--- src/rtl/tkst_pkg.sv ---
`timescale 1ns / 1ps
package tkst_pkg;

  localparam int DEPTH      = 8;
  localparam int SCORE_BITS = 32;
  localparam int TAG_BITS   = 24;
  localparam int INDEX_BITS = 3;
  localparam int POS_BITS   = 3;
  localparam int COUNT_BITS = 4;
  localparam int MODE_BITS  = 2;
  localparam int ADDR_BITS  = (DEPTH > 1) ? $clog2(DEPTH) : 1;
  localparam int ENTRY_BITS = SCORE_BITS + TAG_BITS;

  localparam logic [MODE_BITS-1:0] MODE_INSERT = 2'd0;
  localparam logic [MODE_BITS-1:0] MODE_CLEAR  = 2'd1;
  localparam logic [MODE_BITS-1:0] MODE_READ   = 2'd2;

  typedef struct packed {
    logic [TAG_BITS-1:0]   tag;
    logic [SCORE_BITS-1:0] score;
  } entry_t;

  typedef struct packed {
    logic [MODE_BITS-1:0]  mode;
    logic [SCORE_BITS-1:0] score;
    logic [TAG_BITS-1:0]   tag;
    logic [INDEX_BITS-1:0] index;
  } op_t;

  typedef struct packed {
    logic [TAG_BITS-1:0]   read_tag;
    logic [SCORE_BITS-1:0] read_score;
    logic                  read_valid;
    logic [COUNT_BITS-1:0] entry_count;
    logic [POS_BITS-1:0]   insert_position;
    logic                  inserted;
  } result_t;

endpackage

--- src/rtl/top_k_sorted_insert_table.sv ---
`timescale 1ns / 1ps
// Descending top-k table of score/tag entries kept in one synchronous RAM.
// One operation is handled at a time. Insert walks up from the bottom of the
// table, one RAM read and one write per cycle, moving each lower-scored entry
// down a slot until the new entry's place is found; when the table is full,
// the last entry is checked first. A read below the count waits on the RAM
// read; a read at or past the count, a clear and the unused mode go straight
// to the result.
// The result register frees the input side, so the next transaction is taken
// while a result waits on the output.
module top_k_sorted_insert_table (
  input  logic        clk,
  input  logic        rst,
  input  logic        s_axis_tvalid,
  output logic        s_axis_tready,
  // [31:0] new_score, [55:32] new_tag, [58:56] read_index, [63:59] zero
  input  logic [63:0] s_axis_tdata,
  // [1:0] mode
  input  logic [1:0]  s_axis_tuser,
  output logic        m_axis_tvalid,
  input  logic        m_axis_tready,
  // [0] inserted, [3:1] insert_position, [7:4] entry_count, [8] read_valid,
  // [40:9] read_score, [64:41] read_tag, [71:65] zero
  output logic [71:0] m_axis_tdata
);
  import tkst_pkg::*;

  op_t     op;
  result_t result, out_res;
  logic    idle, done, take, accept;

  assign op.mode  = s_axis_tuser;
  assign op.score = s_axis_tdata[31:0];
  assign op.tag   = s_axis_tdata[55:32];
  assign op.index = s_axis_tdata[58:56];

  assign s_axis_tready = idle;
  assign accept        = s_axis_tvalid && s_axis_tready;
  assign take          = done && (!m_axis_tvalid || m_axis_tready);

  tkst_seq u_seq (
    .clk    (clk),
    .rst    (rst),
    .start  (accept),
    .op     (op),
    .idle   (idle),
    .done   (done),
    .take   (take),
    .result (result)
  );

  always_ff @(posedge clk) begin
    if (rst) begin
      m_axis_tvalid <= 1'b0;
    end else if (take) begin
      m_axis_tvalid <= 1'b1;
    end else if (m_axis_tready) begin
      m_axis_tvalid <= 1'b0;
    end
  end

  always_ff @(posedge clk) begin
    if (take) out_res <= result;
  end

  assign m_axis_tdata = {7'd0, out_res};

  a_count_bound: assert property (@(posedge clk) disable iff (rst)
    m_axis_tvalid |-> (out_res.entry_count <= COUNT_BITS'(DEPTH)))
    else $error("entry count above table depth");

  a_pos_in_table: assert property (@(posedge clk) disable iff (rst)
    (m_axis_tvalid && out_res.inserted) |->
      (COUNT_BITS'(out_res.insert_position) < out_res.entry_count))
    else $error("insert position outside valid entries");

  a_one_kind: assert property (@(posedge clk) disable iff (rst)
    m_axis_tvalid |-> !(out_res.inserted && out_res.read_valid))
    else $error("result marks both insert and read");

  a_busy_after_accept: assert property (@(posedge clk) disable iff (rst)
    accept |=> !s_axis_tready)
    else $error("input taken again while an operation is in flight");

endmodule

--- src/rtl/tkst_ram.sv ---
`timescale 1ns / 1ps
module tkst_ram #(
  parameter int WIDTH = 8,
  parameter int DEPTH = 8
) (
  input  logic                                   clk,
  input  logic                                   we,
  input  logic [(DEPTH > 1 ? $clog2(DEPTH) : 1)-1:0] waddr,
  input  logic [WIDTH-1:0]                       wdata,
  input  logic                                   re,
  input  logic [(DEPTH > 1 ? $clog2(DEPTH) : 1)-1:0] raddr,
  output logic [WIDTH-1:0]                       rdata
);

  logic [WIDTH-1:0] mem [DEPTH];

  always_ff @(posedge clk) begin
    if (we) begin
      mem[waddr] <= wdata;
    end
    if (re) begin
      rdata <= mem[raddr];
    end
  end

endmodule

--- src/rtl/tkst_seq.sv ---
`timescale 1ns / 1ps
module tkst_seq (
  input  logic             clk,
  input  logic             rst,
  input  logic             start,
  input  tkst_pkg::op_t    op,
  output logic             idle,
  output logic             done,
  input  logic             take,
  output tkst_pkg::result_t result
);
  import tkst_pkg::*;

  localparam logic [2:0] ST_IDLE  = 3'd0;
  localparam logic [2:0] ST_CHK   = 3'd1;
  localparam logic [2:0] ST_SHIFT = 3'd2;
  localparam logic [2:0] ST_WRNEW = 3'd3;
  localparam logic [2:0] ST_RDW   = 3'd4;
  localparam logic [2:0] ST_FIN   = 3'd5;

  localparam logic [ADDR_BITS-1:0]  LAST = ADDR_BITS'(DEPTH - 1);
  localparam logic [COUNT_BITS-1:0] FULL = COUNT_BITS'(DEPTH);

  logic [2:0]            state, state_next;
  logic [COUNT_BITS-1:0] count, count_next;
  logic [ADDR_BITS-1:0]  slot, slot_next;
  op_t                   cur;
  result_t               res, res_next;

  logic                  we, re;
  logic [ADDR_BITS-1:0]  waddr, raddr;
  entry_t                wdata, rdata, new_entry;

  tkst_ram #(
    .WIDTH (ENTRY_BITS),
    .DEPTH (DEPTH)
  ) u_ram (
    .clk   (clk),
    .we    (we),
    .waddr (waddr),
    .wdata (wdata),
    .re    (re),
    .raddr (raddr),
    .rdata (rdata)
  );

  assign new_entry = '{tag: cur.tag, score: cur.score};
  assign idle      = (state == ST_IDLE);
  assign done      = (state == ST_FIN);
  assign result    = res;

  always_comb begin
    state_next = state;
    count_next = count;
    slot_next  = slot;
    res_next   = res;
    we         = 1'b0;
    waddr      = slot;
    wdata      = new_entry;
    re         = 1'b0;
    raddr      = slot;

    case (state)
      ST_IDLE: begin
        if (start) begin
          res_next = '0;
          case (op.mode)
            MODE_INSERT: begin
              if (count == FULL) begin
                // full table: the last entry decides whether the score gets in
                re         = 1'b1;
                raddr      = LAST;
                state_next = ST_CHK;
              end else if (count == '0) begin
                slot_next  = '0;
                state_next = ST_WRNEW;
              end else begin
                slot_next  = count[ADDR_BITS-1:0];
                re         = 1'b1;
                raddr      = count[ADDR_BITS-1:0] - ADDR_BITS'(1);
                state_next = ST_SHIFT;
              end
            end
            MODE_CLEAR: begin
              count_next           = '0;
              res_next.entry_count = '0;
              state_next           = ST_FIN;
            end
            MODE_READ: begin
              if (COUNT_BITS'(op.index) < count) begin
                re         = 1'b1;
                raddr      = op.index[ADDR_BITS-1:0];
                state_next = ST_RDW;
              end else begin
                res_next.entry_count = count;
                state_next           = ST_FIN;
              end
            end
            default: begin
              res_next.entry_count = count;
              state_next           = ST_FIN;
            end
          endcase
        end
      end

      ST_CHK: begin
        if (rdata.score >= cur.score) begin
          res_next.entry_count = count;
          state_next           = ST_FIN;
        end else if (LAST == '0) begin
          slot_next  = '0;
          state_next = ST_WRNEW;
        end else begin
          slot_next  = LAST;
          re         = 1'b1;
          raddr      = LAST - ADDR_BITS'(1);
          state_next = ST_SHIFT;
        end
      end

      // rdata holds the entry just above slot; move it down or drop the new one in
      ST_SHIFT: begin
        we    = 1'b1;
        waddr = slot;
        if (rdata.score >= cur.score) begin
          wdata                    = new_entry;
          if (count != FULL) count_next = count + COUNT_BITS'(1);
          res_next.inserted        = 1'b1;
          res_next.insert_position = POS_BITS'(slot);
          res_next.entry_count     = (count != FULL) ? count + COUNT_BITS'(1) : count;
          state_next               = ST_FIN;
        end else begin
          wdata     = rdata;
          slot_next = slot - ADDR_BITS'(1);
          if (slot == ADDR_BITS'(1)) begin
            state_next = ST_WRNEW;
          end else begin
            re    = 1'b1;
            raddr = slot - ADDR_BITS'(2);
          end
        end
      end

      ST_WRNEW: begin
        we                       = 1'b1;
        waddr                    = slot;
        wdata                    = new_entry;
        if (count != FULL) count_next = count + COUNT_BITS'(1);
        res_next.inserted        = 1'b1;
        res_next.insert_position = POS_BITS'(slot);
        res_next.entry_count     = (count != FULL) ? count + COUNT_BITS'(1) : count;
        state_next               = ST_FIN;
      end

      ST_RDW: begin
        res_next.read_valid  = 1'b1;
        res_next.read_score  = rdata.score;
        res_next.read_tag    = rdata.tag;
        res_next.entry_count = count;
        state_next           = ST_FIN;
      end

      ST_FIN: begin
        if (take) state_next = ST_IDLE;
      end

      default: begin
        state_next = ST_IDLE;
      end
    endcase
  end

  always_ff @(posedge clk) begin
    if (rst) begin
      state <= ST_IDLE;
      count <= '0;
    end else begin
      state <= state_next;
      count <= count_next;
    end
  end

  always_ff @(posedge clk) begin
    slot <= slot_next;
    res  <= res_next;
    if (start && idle) begin
      cur <= op;
    end
  end

endmodule

--- config.mk ---
export PLATFORM = sky130hd
export DESIGN_NAME = top_k_sorted_insert_table
export DESIGN_NICKNAME = d
export VERILOG_FILES = /design/src/rtl/tkst_pkg.sv /design/src/rtl/top_k_sorted_insert_table.sv /design/src/rtl/tkst_ram.sv /design/src/rtl/tkst_seq.sv
export SDC_FILE = /design/constraint.sdc
export NUM_CORES = 1
export LEC_CHECK = 0
export BUFFER_PORTS_ARGS = -buffer_cell sky130_fd_sc_hd__buf_2
export CORE_MARGIN = 5
export CORE_UTILIZATION = 40
export CTS_BUF_LIST = sky130_fd_sc_hd__clkbuf_16
export CTS_CLUSTER_DIAMETER = 100
export DETAILED_ROUTE_END_ITERATION = 8
export SYNTH_ARGS = -nofsm -noshare
export SYNTH_HDL_FRONTEND = slang
export SYNTH_SLANG_ARGS = --single-unit
--- constraint.sdc ---
create_clock -name clk -period 12.5 [get_ports clk]
set_input_delay 1.25 -clock clk [delete_from_list [all_inputs] [get_ports clk]]
set_output_delay 1.25 -clock clk [all_outputs]
set_load 0.03 [all_outputs]
==> metrics.txt, run 1 <==
Vert. Die Dim 301 um; Cell variety after synth 59; Remaining DRCs 0; initial antenna violation count 5; input/output buffers 131; critical path type register to register; # clock sinks 701; Comb pwr share 0.444; reg2reg start u_seq.u_ram.rdata[31]; TritonCTS clock tree built; internal power 6070 uW; Filler Cell Count 7532; CTS Root Buffer Type clkbuf_16; top_reg_cell synth edfxtp_1; Post-Syn Area 33800 um2; sequential fraction of design power 0.350; min-delay worst type register to register; start point of the critical path u_seq.u_ram.rdata[31]; largest net degree at the start of global routing 175; Final Slew Violations 0; FP Rows 106; CTS buffer count 75; Gate Count Post-Synth 2599; nets@finish 2707; Avg Cell Area, Syn 13.0 um2; Hold-fix buffers, CTS 0; H-tree levels 3; Static Leak 0.0130 uW; Placed Instances 3652; number of DRC markers in iteration 0 2031; All-Layer GR Usage 0.193; post-synthesis register bit count 701; crit-path max FO 57; most common cell after layout, fill and taps aside edfxtp_1; later-pin clock latency in the skew report 0.62 ns; Max Clk Rate 158 MHz; core area 83800 um2; min-delay src u_seq.result[34]; first-pass GRT wire length 137000 um; status finished clean; asr flop ratio synth 0; RSZ-0062 raised after global routing no; Slew headroom 0.189; Ports 144; min Tclk post-route 6.34 ns; Critical Path RT 12.83 ns; final wirelength 89900 um; crit share post-route 0.507; sw frac 0.405; EDFF count, synth 693; DR pass1 iterations 5; sequential element share of the synthesized area 0.620; CP Launch Type register; Die Span X 301 um; worst endpoint data arrival time 6.67 ns; DR vias/cell 6.01; clock power share 0.206; Design Power 10200 uW; CTS resizes 0; layout cells sized above 1 0.150; Peak VDD IR 0.000374 V; pwr dens 272 nW/um2; Layout Cells excl Fill 3791; vias in the first global route 22.9k; Warnings, synthesis 0; final setup fails 0; Psw 4140 uW; Max Root-Sink Buffers 3; total vias in the final route 22.8k; clk_skew 0.0342 ns; post-route ant nets 0; area of the die 90500 um2; CP Capture Type register; Least-Margin Pin Slew 1.22 ns; HPWL after DPL 46800 um; GRT overflow 0; Routability Congestion 0.828; Max Cap Viol 0; Layout area overhead 11.0%; Setup Buffers After CTS 0; Clock Pin Slew Worst Setup and Hold Paths 0.06 ns; final setup TNS 0 ns; final hold vios 0; most frequent cells in the layout edfxtp_1, a211oi_1, mux2i_1; Initial Util 0.404; wire per inst 23.7 um
## kinds of logic (layout without fill, tap and decap cells)
group | count (synthesis) | after routing | synth area share
AO/OA/AOI/OAI | 823 | 823 | 0.172
flip-flops | 701 | 701 | 0.620
buffers and inverters | 300 | 350 | 0.0394
AND/OR/NAND/NOR | 393 | 393 | 0.0514
other | 1 | 9 | 0.000111
adder cells (fa/ha/maj) | 42 | 42 | 0.0155
XOR/XNOR | 2 | 2 | 0.000518
multiplexers | 337 | 337 | 0.102
## worst paths after layout
kind / endpoint / slack [ns] / cells past startpoint
worst max-delay path: u_seq.u_ram.rdata[24] / 6.16 / 12
worst min-delay path: m_axis_tdata[34] / 0.41 / 0
worst max register to register: u_seq.u_ram.rdata[24] / 6.16 / 12
worst min register to register: m_axis_tdata[34] / 0.41 / 0
## power groups by stage
stage                     registers (uW)  logic [uW]  clock network (uW)
after floorplan                     3570        3390                   0
after global placement              3610        4410                   0
after detailed placement            3610        4520                   0
after CTS                           3570        4530                2160
after global routing                3600        4910                2260
final                               3570        4540                2110
## flip-flops by register name, indices dropped and copies added (netlist names)
register           cells
u_seq.state            3
u_seq.cur             56
u_seq.u_ram.rdata     56
m_axis_tdata          65
u_seq.result          65
u_seq.u_ram.mem      448
u_seq.slot             3
u_seq.count            4
m_axis_tvalid          1
## worst max-delay path: stages (launching register included)
cell and delay (ns):
edfxtp_1 0.47, ha_1 0.37, nand4_1 0.26, nor4_1 0.61, a21oi_1 0.32, a31o_4 0.50, a2111oi_0 0.57, or4b_4 0.56
buf_4 0.80, buf_4 0.91, mux2i_1 0.18, mux2i_1 0.24, o221ai_2 0.12
## Yosys cell counts (38+ instances only)
cell type,n,area share
ha_1,42,0.016
and3_1,60,0.011
mux2_2,55,0.018
mux2i_1,282,0.083
clkbuf_1,187,0.021
a211oi_1,452,0.10
buf_2,42,0.0062
o21ai_0,244,0.036
inv_1,42,0.0047
edfxtp_1,693,0.61
o221ai_2,38,0.017
nor2_1,265,0.029
## layout make-up
| class | count | area (um2) | area share |
|---|---|---|---|
| clock buffer | 77 | 1930 | 0.0513 |
| multi-input combinational | 1604 | 11700 | 0.311 |
| sequential | 701 | 21000 | 0.558 |
| inverter | 44 | 171 | 0.00456 |
| clock inverter | 60 | 410 | 0.0109 |
| timing repair buffer | 169 | 978 | 0.0260 |
| antenna | 2 | 5.00 | 0.000133 |
| tap | 1134 | 1420 | 0.0378 |
## routing by layer
| layer | wire (um) | track usage |
|---|---|---|
| met5 | 13 | 0 |
| met4 | 2450 | 0.0673 |
| met3 | 5620 | 0.0291 |
| met2 | 44100 | 0.336 |
| met1 | 37700 | 0.247 |
## through the flow
step                      hold WS [ns]  instance area, um2  utilization  setup slack [ns]
final                            0.408               37600        0.448              6.16
after global routing             0.415               37600        0.448              5.89
after CTS                        0.407               37600        0.448              6.18
after detailed placement         0.405               35200        0.420              6.22
after global placement           0.400               35200        0.420              6.34
after floorplan                  0.400               33900            -              6.04
Note: power is estimated with default switching activity, not from simulation.
==> run 2: changes to the inputs <==
==> constraint.sdc (replaced) <==
create_clock -name clk -period 5.08 [get_ports clk]
set_input_delay 0.508 -clock clk [delete_from_list [all_inputs] [get_ports clk]]
set_output_delay 0.508 -clock clk [all_outputs]
set_load 0.03 [all_outputs]
==> run 2 against run 1 <==
  * Die area unchanged
  * Clock skew is 0.013 ns lower
  * Combinational power rose to 2.5 times the previous value
  * Routed wire length increased by 2.1%
  * First-iteration DRC count is 4.9% lower
  * Non-clock buffer count rose by 15
  * Setup slack got worse by 5.8 ns
  * Highest routed layer is now met4
  * Critical endpoint is now u_seq.u_ram.rdata[4]
  * Hold slack lost 0.36 ns
  * Final cell count is 0.34% higher
==> metrics.txt, run 2 (same netlist as run 1, synthesis figures left out) <==
status finished clean; most frequent cells in the layout edfxtp_1, a211oi_1, mux2i_1; largest net degree at the start of global routing 225; min Tclk post-route 4.73 ns; max reg flops 448; Clock Pin Slew Worst Setup and Hold Paths 0.06 ns; pwr dens 675 nW/um2; final setup TNS 0 ns; Layout Cells excl Fill 3804; Initial Util 0.404; Static Leak 0.0132 uW; Critical Path RT 5.43 ns; cell mode on critical path buf_4; GRT overflow 0; critical path type register to register; CP top delay family compound AO/OA/AOI/OAI gates; Least-Margin Pin Slew 1.30 ns; Max Root-Sink Buffers 3; CP Capture Type register; final hold vios 0; Routability Congestion 0.819; Peak VDD IR 0.000883 V; nets@finish 2723; Ports 144; H-tree levels 3; worst endpoint data arrival time 5.08 ns; Layout area overhead 12.1%; Max Cap Viol 0; TritonCTS clock tree built; layout cells sized above 1 0.155; initial antenna violation count 1; WP buf/inv 2; Slew headroom 0.130; most common cell after layout, fill and taps aside edfxtp_1; post-route ant nets 0; Hold-fix buffers, CTS 0; RSZ-0062 raised after global routing no; first-pass GRT wire length 138000 um; HPWL after DPL 47400 um; final wirelength 91800 um; Remaining DRCs 0; Placed Instances 3667; FP Rows 106; Setup Buffers After CTS 0; Vert. Die Dim 301 um; final setup fails 0; number of DRC markers in iteration 0 1931; area of the die 90500 um2; later-pin clock latency in the skew report 0.63 ns; input/output buffers 131; vias in the first global route 23.0k; All-Layer GR Usage 0.195; Final Slew Violations 0; Top reg by flops u_seq.u_ram.mem; clk_skew 0.0207 ns; crit-path max FO 24; CTS buffer count 76; crit share post-route 0.931; CTS Root Buffer Type clkbuf_16; worst-path cell chain ha_1 -> a21oi_1 -> o21ai_0 -> buf_4 -> a211oi_1 -> a31o_4 -> nand2_1 -> o311ai_2 -> buf_4 -> mux2i_1 -> o221ai_1; wire per inst 24.1 um; total vias in the final route 22.9k; crit-path max cell delay 1.12 ns; Die Span X 301 um; Slowest cell on crit path o311ai_2; CTS resizes 0; Max Clk Rate 211 MHz; min-delay worst type input port to register; core area 83800 um2; CP Launch Type register; DR vias/cell 6.02; diodes inserted 0; # clock sinks 701; DR pass1 iterations 5
==> run 2: cell types whose count changed in the layout (fill, tap and decap cells not counted), moves of 2 or more <==
cell        delta
clkinvlp_4     -2
buf_12        +16
clkinv_4       -2
bufinv_16      +2
diode_2        -2
inv_1          +5
inv_16         +2
clkinv_1       -4
==> run 2: layout make-up <==
cell class / count / area (um2)
Fill cell: 7445 / 45900
Sequential cell: 701 / 21000
Multi-Input combinational cell: 1604 / 11700
Clock buffer: 76 / 1900
Tap cell: 1134 / 1420
Timing Repair Buffer: 184 / 1290
Clock inverter: 61 / 489
Inverter: 44 / 171
==> run 2: worst register-to-register path, cell delays in order, from the launching register on <==
cell and delay [ns]:
edfxtp_1 0.46, ha_1 0.37, a21oi_1 0.12, o21ai_0 0.28
buf_4 0.27, a211oi_1 0.28, a31o_4 0.33, nand2_1 0.24
o311ai_2 1.12, buf_4 0.57, mux2i_1 0.29, o221ai_1 0.13
==> run 2: through the flow <==
stage	cell area, um2	power [uW]	hold slack, ns	utilization	worst slack (ns)
floorplan	33900	17100	0.400	-	0.667
global placement	35500	20000	0.401	0.424	0.431
detailed placement	35500	20300	0.405	0.424	0.470
CTS	37900	25700	0.0137	0.453	0.434
global route	37900	26900	0.0278	0.453	0.229
finish	37900	25600	0.0501	0.453	0.351
==> run 2: report_power, final <==
| part | switching [uW] | internal, uW |
|---|---|---|
| sequential | 531 | 8260 |
| combinational | 7550 | 3930 |
| clock | 2290 | 3040 |
| total | 10400 | 15200 |
==> run 2: final timing paths <==
path | end | slack, ns | startpoint | cells after the start
max | u_seq.u_ram.rdata[4] | 0.35 | u_seq.u_ram.rdata[31] | 11
min reg2reg | m_axis_tdata[25] | 0.41 | u_seq.result[25] | 0
max reg2reg | u_seq.u_ram.rdata[4] | 0.35 | u_seq.u_ram.rdata[31] | 11
min | u_seq.cur[24] | 0.05 | s_axis_tdata[53] | 1
==> run 2: routing by layer <==
| metal | share of wire | GRT usage | vias to the layer above | wire length [um] |
|---|---|---|---|---|
| met5 | 0 | 0 | - | 0 |
| met4 | 0.022 | 0.0622 | 0 | 2010 |
| met3 | 0.062 | 0.0273 | 157 | 5710 |
| met2 | 0.49 | 0.340 | 802 | 45300 |
| met1 | 0.42 | 0.253 | 11700 | 38700 |
| li1 | - | - | 10300 | - |
==> run 3: changes to the inputs <==
--- a/config.mk
+++ b/config.mk
@@ -5,6 +5,7 @@
 export SDC_FILE = /design/constraint.sdc
 export NUM_CORES = 1
 export LEC_CHECK = 0
+export ABC_CLOCK_PERIOD_IN_PS = 3850
 export BUFFER_PORTS_ARGS = -buffer_cell sky130_fd_sc_hd__buf_2
 export CORE_MARGIN = 5
 export CORE_UTILIZATION = 40
==> constraint.sdc (replaced) <==
create_clock -name clk -period 3.85 [get_ports clk]
set_input_delay 0.385 -clock clk [delete_from_list [all_inputs] [get_ports clk]]
set_output_delay 0.385 -clock clk [all_outputs]
set_load 0.03 [all_outputs]
==> run 3 against run 2 <==
  * Sequential share of layout area down 2.4 points
  * Sequential power increased by 31%
  * Hold slack lost 0.0067 ns
  * Routed wire length grew 0.63%
  * Die area stayed put
  * First-iteration DRC count grew 13%
  * Flip-flop and latch count unchanged
  * Global-route usage rose by 0.058 points
  * Power increased by 39%
  * Highest routed layer unchanged
  * Via count rose by 1.7%
  * Count of clock-buffer cells in the layout rose by 2
==> metrics.txt, run 3 (same netlist as run 1, synthesis figures left out) <==
Routability Congestion 0.857; Initial Util 0.404; diodes inserted 0; worst hold endpoint u_seq.count[2]; number of DRC markers in iteration 0 2174; final setup fails 0; Design Area, Final 39600 um2; CTS Root Buffer Type clkbuf_16; Reg-to-Reg End u_seq.u_ram.rdata[22]; DR pass1 iterations 5; Critical Path RT 4.21 ns; Clock Pin Slew Worst Setup and Hold Paths 0.06 ns; final hold vios 0; Max Cap Viol 0; Layout area overhead 17.1%; crit share post-route 0.969; nets@finish 2845; # clock sinks 701; DR vias/cell 5.93; Vert. Die Dim 301 um; total vias in the final route 23.3k; input/output buffers 131; crit-path max FO 16; Max Clk Rate 268 MHz; first-pass GRT wire length 139000 um; most common cell after layout, fill and taps aside edfxtp_1; CTS buffer count 77; depth of the most critical reg-to-reg path 15; pwr dens 901 nW/um2; Final Slew Violations 0; All-Layer GR Usage 0.196; largest net degree at the start of global routing 189; vias in the first global route 23.7k; Least-Margin Pin Slew 1.04 ns; initial antenna violation count 3; Filler Cell Count 7277; final wirelength 92400 um; wire per inst 23.5 um; area of the die 90500 um2; Peak VDD IR 0.000754 V; H-tree levels 3; clk_skew 0.0288 ns; Static Leak 0.0140 uW; most frequent cells in the layout edfxtp_1, a211oi_1, mux2i_1; Post-DP Area 36400 um2; core area 83800 um2; later-pin clock latency in the skew report 0.63 ns; Top reg by flops u_seq.u_ram.mem; CP Capture Type register; post-route ant nets 0; Ports 144; CP Launch Type register; min Tclk post-route 3.73 ns; status finished clean; worst endpoint data arrival time 4.09 ns; GRT overflow 0; Placed Instances 3728; Slew headroom 0.305; critical path type register to register; Layout Cells excl Fill 3928; Worst Hold Path Cells 2; layout cells sized above 1 0.176; FP Rows 106; Die Span X 301 um; Util after Layout 0.473; min-delay src rst; max reg flops 448; Max Root-Sink Buffers 3; WHS 0.0433 ns; reg2reg start u_seq.u_ram.rdata[27]; Worst R2R Setup Slack 0.12 ns; min-delay worst type input port to register; TritonCTS clock tree built; Remaining DRCs 0; HPWL after DPL 51000 um
==> run 3: final cells by class <==
type / instances / area (um2) / share of cell area
sequential: 701 / 21000 / 0.529
multi-input combinational: 1604 / 11700 / 0.296
timing repair buffer: 305 / 2830 / 0.0714
clock buffer: 78 / 1950 / 0.0492
tap: 1134 / 1420 / 0.0358
clock inverter: 62 / 564 / 0.0142
inverter: 44 / 171 / 0.00432
==> run 3: critical path, stage by stage, from the launching register on <==
cell and delay, ns:
edfxtp_1 0.42, ha_1 0.35, nand4_1 0.25, nor4_2 0.28, buf_4 0.17, a21oi_1 0.06
buf_4 0.16, a31o_4 0.25, buf_4 0.16, nand2_2 0.12, o211ai_1 0.17, o311ai_4 0.21
buf_12 0.25, buf_12 0.19, mux2i_1 0.26, o221ai_2 0.14
==> run 3: worst max path at each step <==
stage                                startpoint                    end  slack [ns]  depth (start not counted)
after detailed placement  u_seq.u_ram.rdata[27]  u_seq.u_ram.rdata[47]        0.11                         13
after floorplan                  u_seq.state[0]  u_seq.u_ram.rdata[35]        0.25                         14
after global routing      u_seq.u_ram.rdata[27]  u_seq.u_ram.rdata[22]       -0.03                         15
after global placement    u_seq.u_ram.rdata[31]   u_seq.u_ram.rdata[2]        0.16                         13
final                     u_seq.u_ram.rdata[27]  u_seq.u_ram.rdata[22]        0.12                         15
after CTS                 u_seq.u_ram.rdata[31]  u_seq.u_ram.rdata[24]        0.08                         13
==> run 3: where the power goes <==
part | internal (uW) | switching (uW)
clock | 4260 | 3070
sequential | 10900 | 602
combinational | 6470 | 10400
total | 21600 | 14100
==> run 3: routing by layer <==
| layer | vias up | share of wire | track usage | wire (um) |
|---|---|---|---|---|
| met2 | 870 | 0.49 | 0.336 | 45300 |
| met4 | 0 | 0.026 | 0.0686 | 2420 |
| met3 | 184 | 0.064 | 0.0290 | 5940 |
| li1 | 10500 | - | - | - |
| met1 | 11700 | 0.42 | 0.254 | 38700 |
| met5 | - | 0 | 0 | 0 |
==> run 3: per-stage QoR <==
step	TNS (ns)	power (uW)	worst slack [ns]
floorplan	0	22600	0.251
global placement	0	27600	0.155
detailed placement	0	28000	0.107
CTS	0	35500	0.0786
global route	-0.0782	37500	-0.0293
finish	0	35700	0.120
==> run 3: repair_timing <==
item                       in CTS  in global routing
resized for setup               0                 11
hold buffers                   56                  0
setup endpoints to repair       0                 39
hold endpoints to repair       56                  0
buffers inserted                0                  2
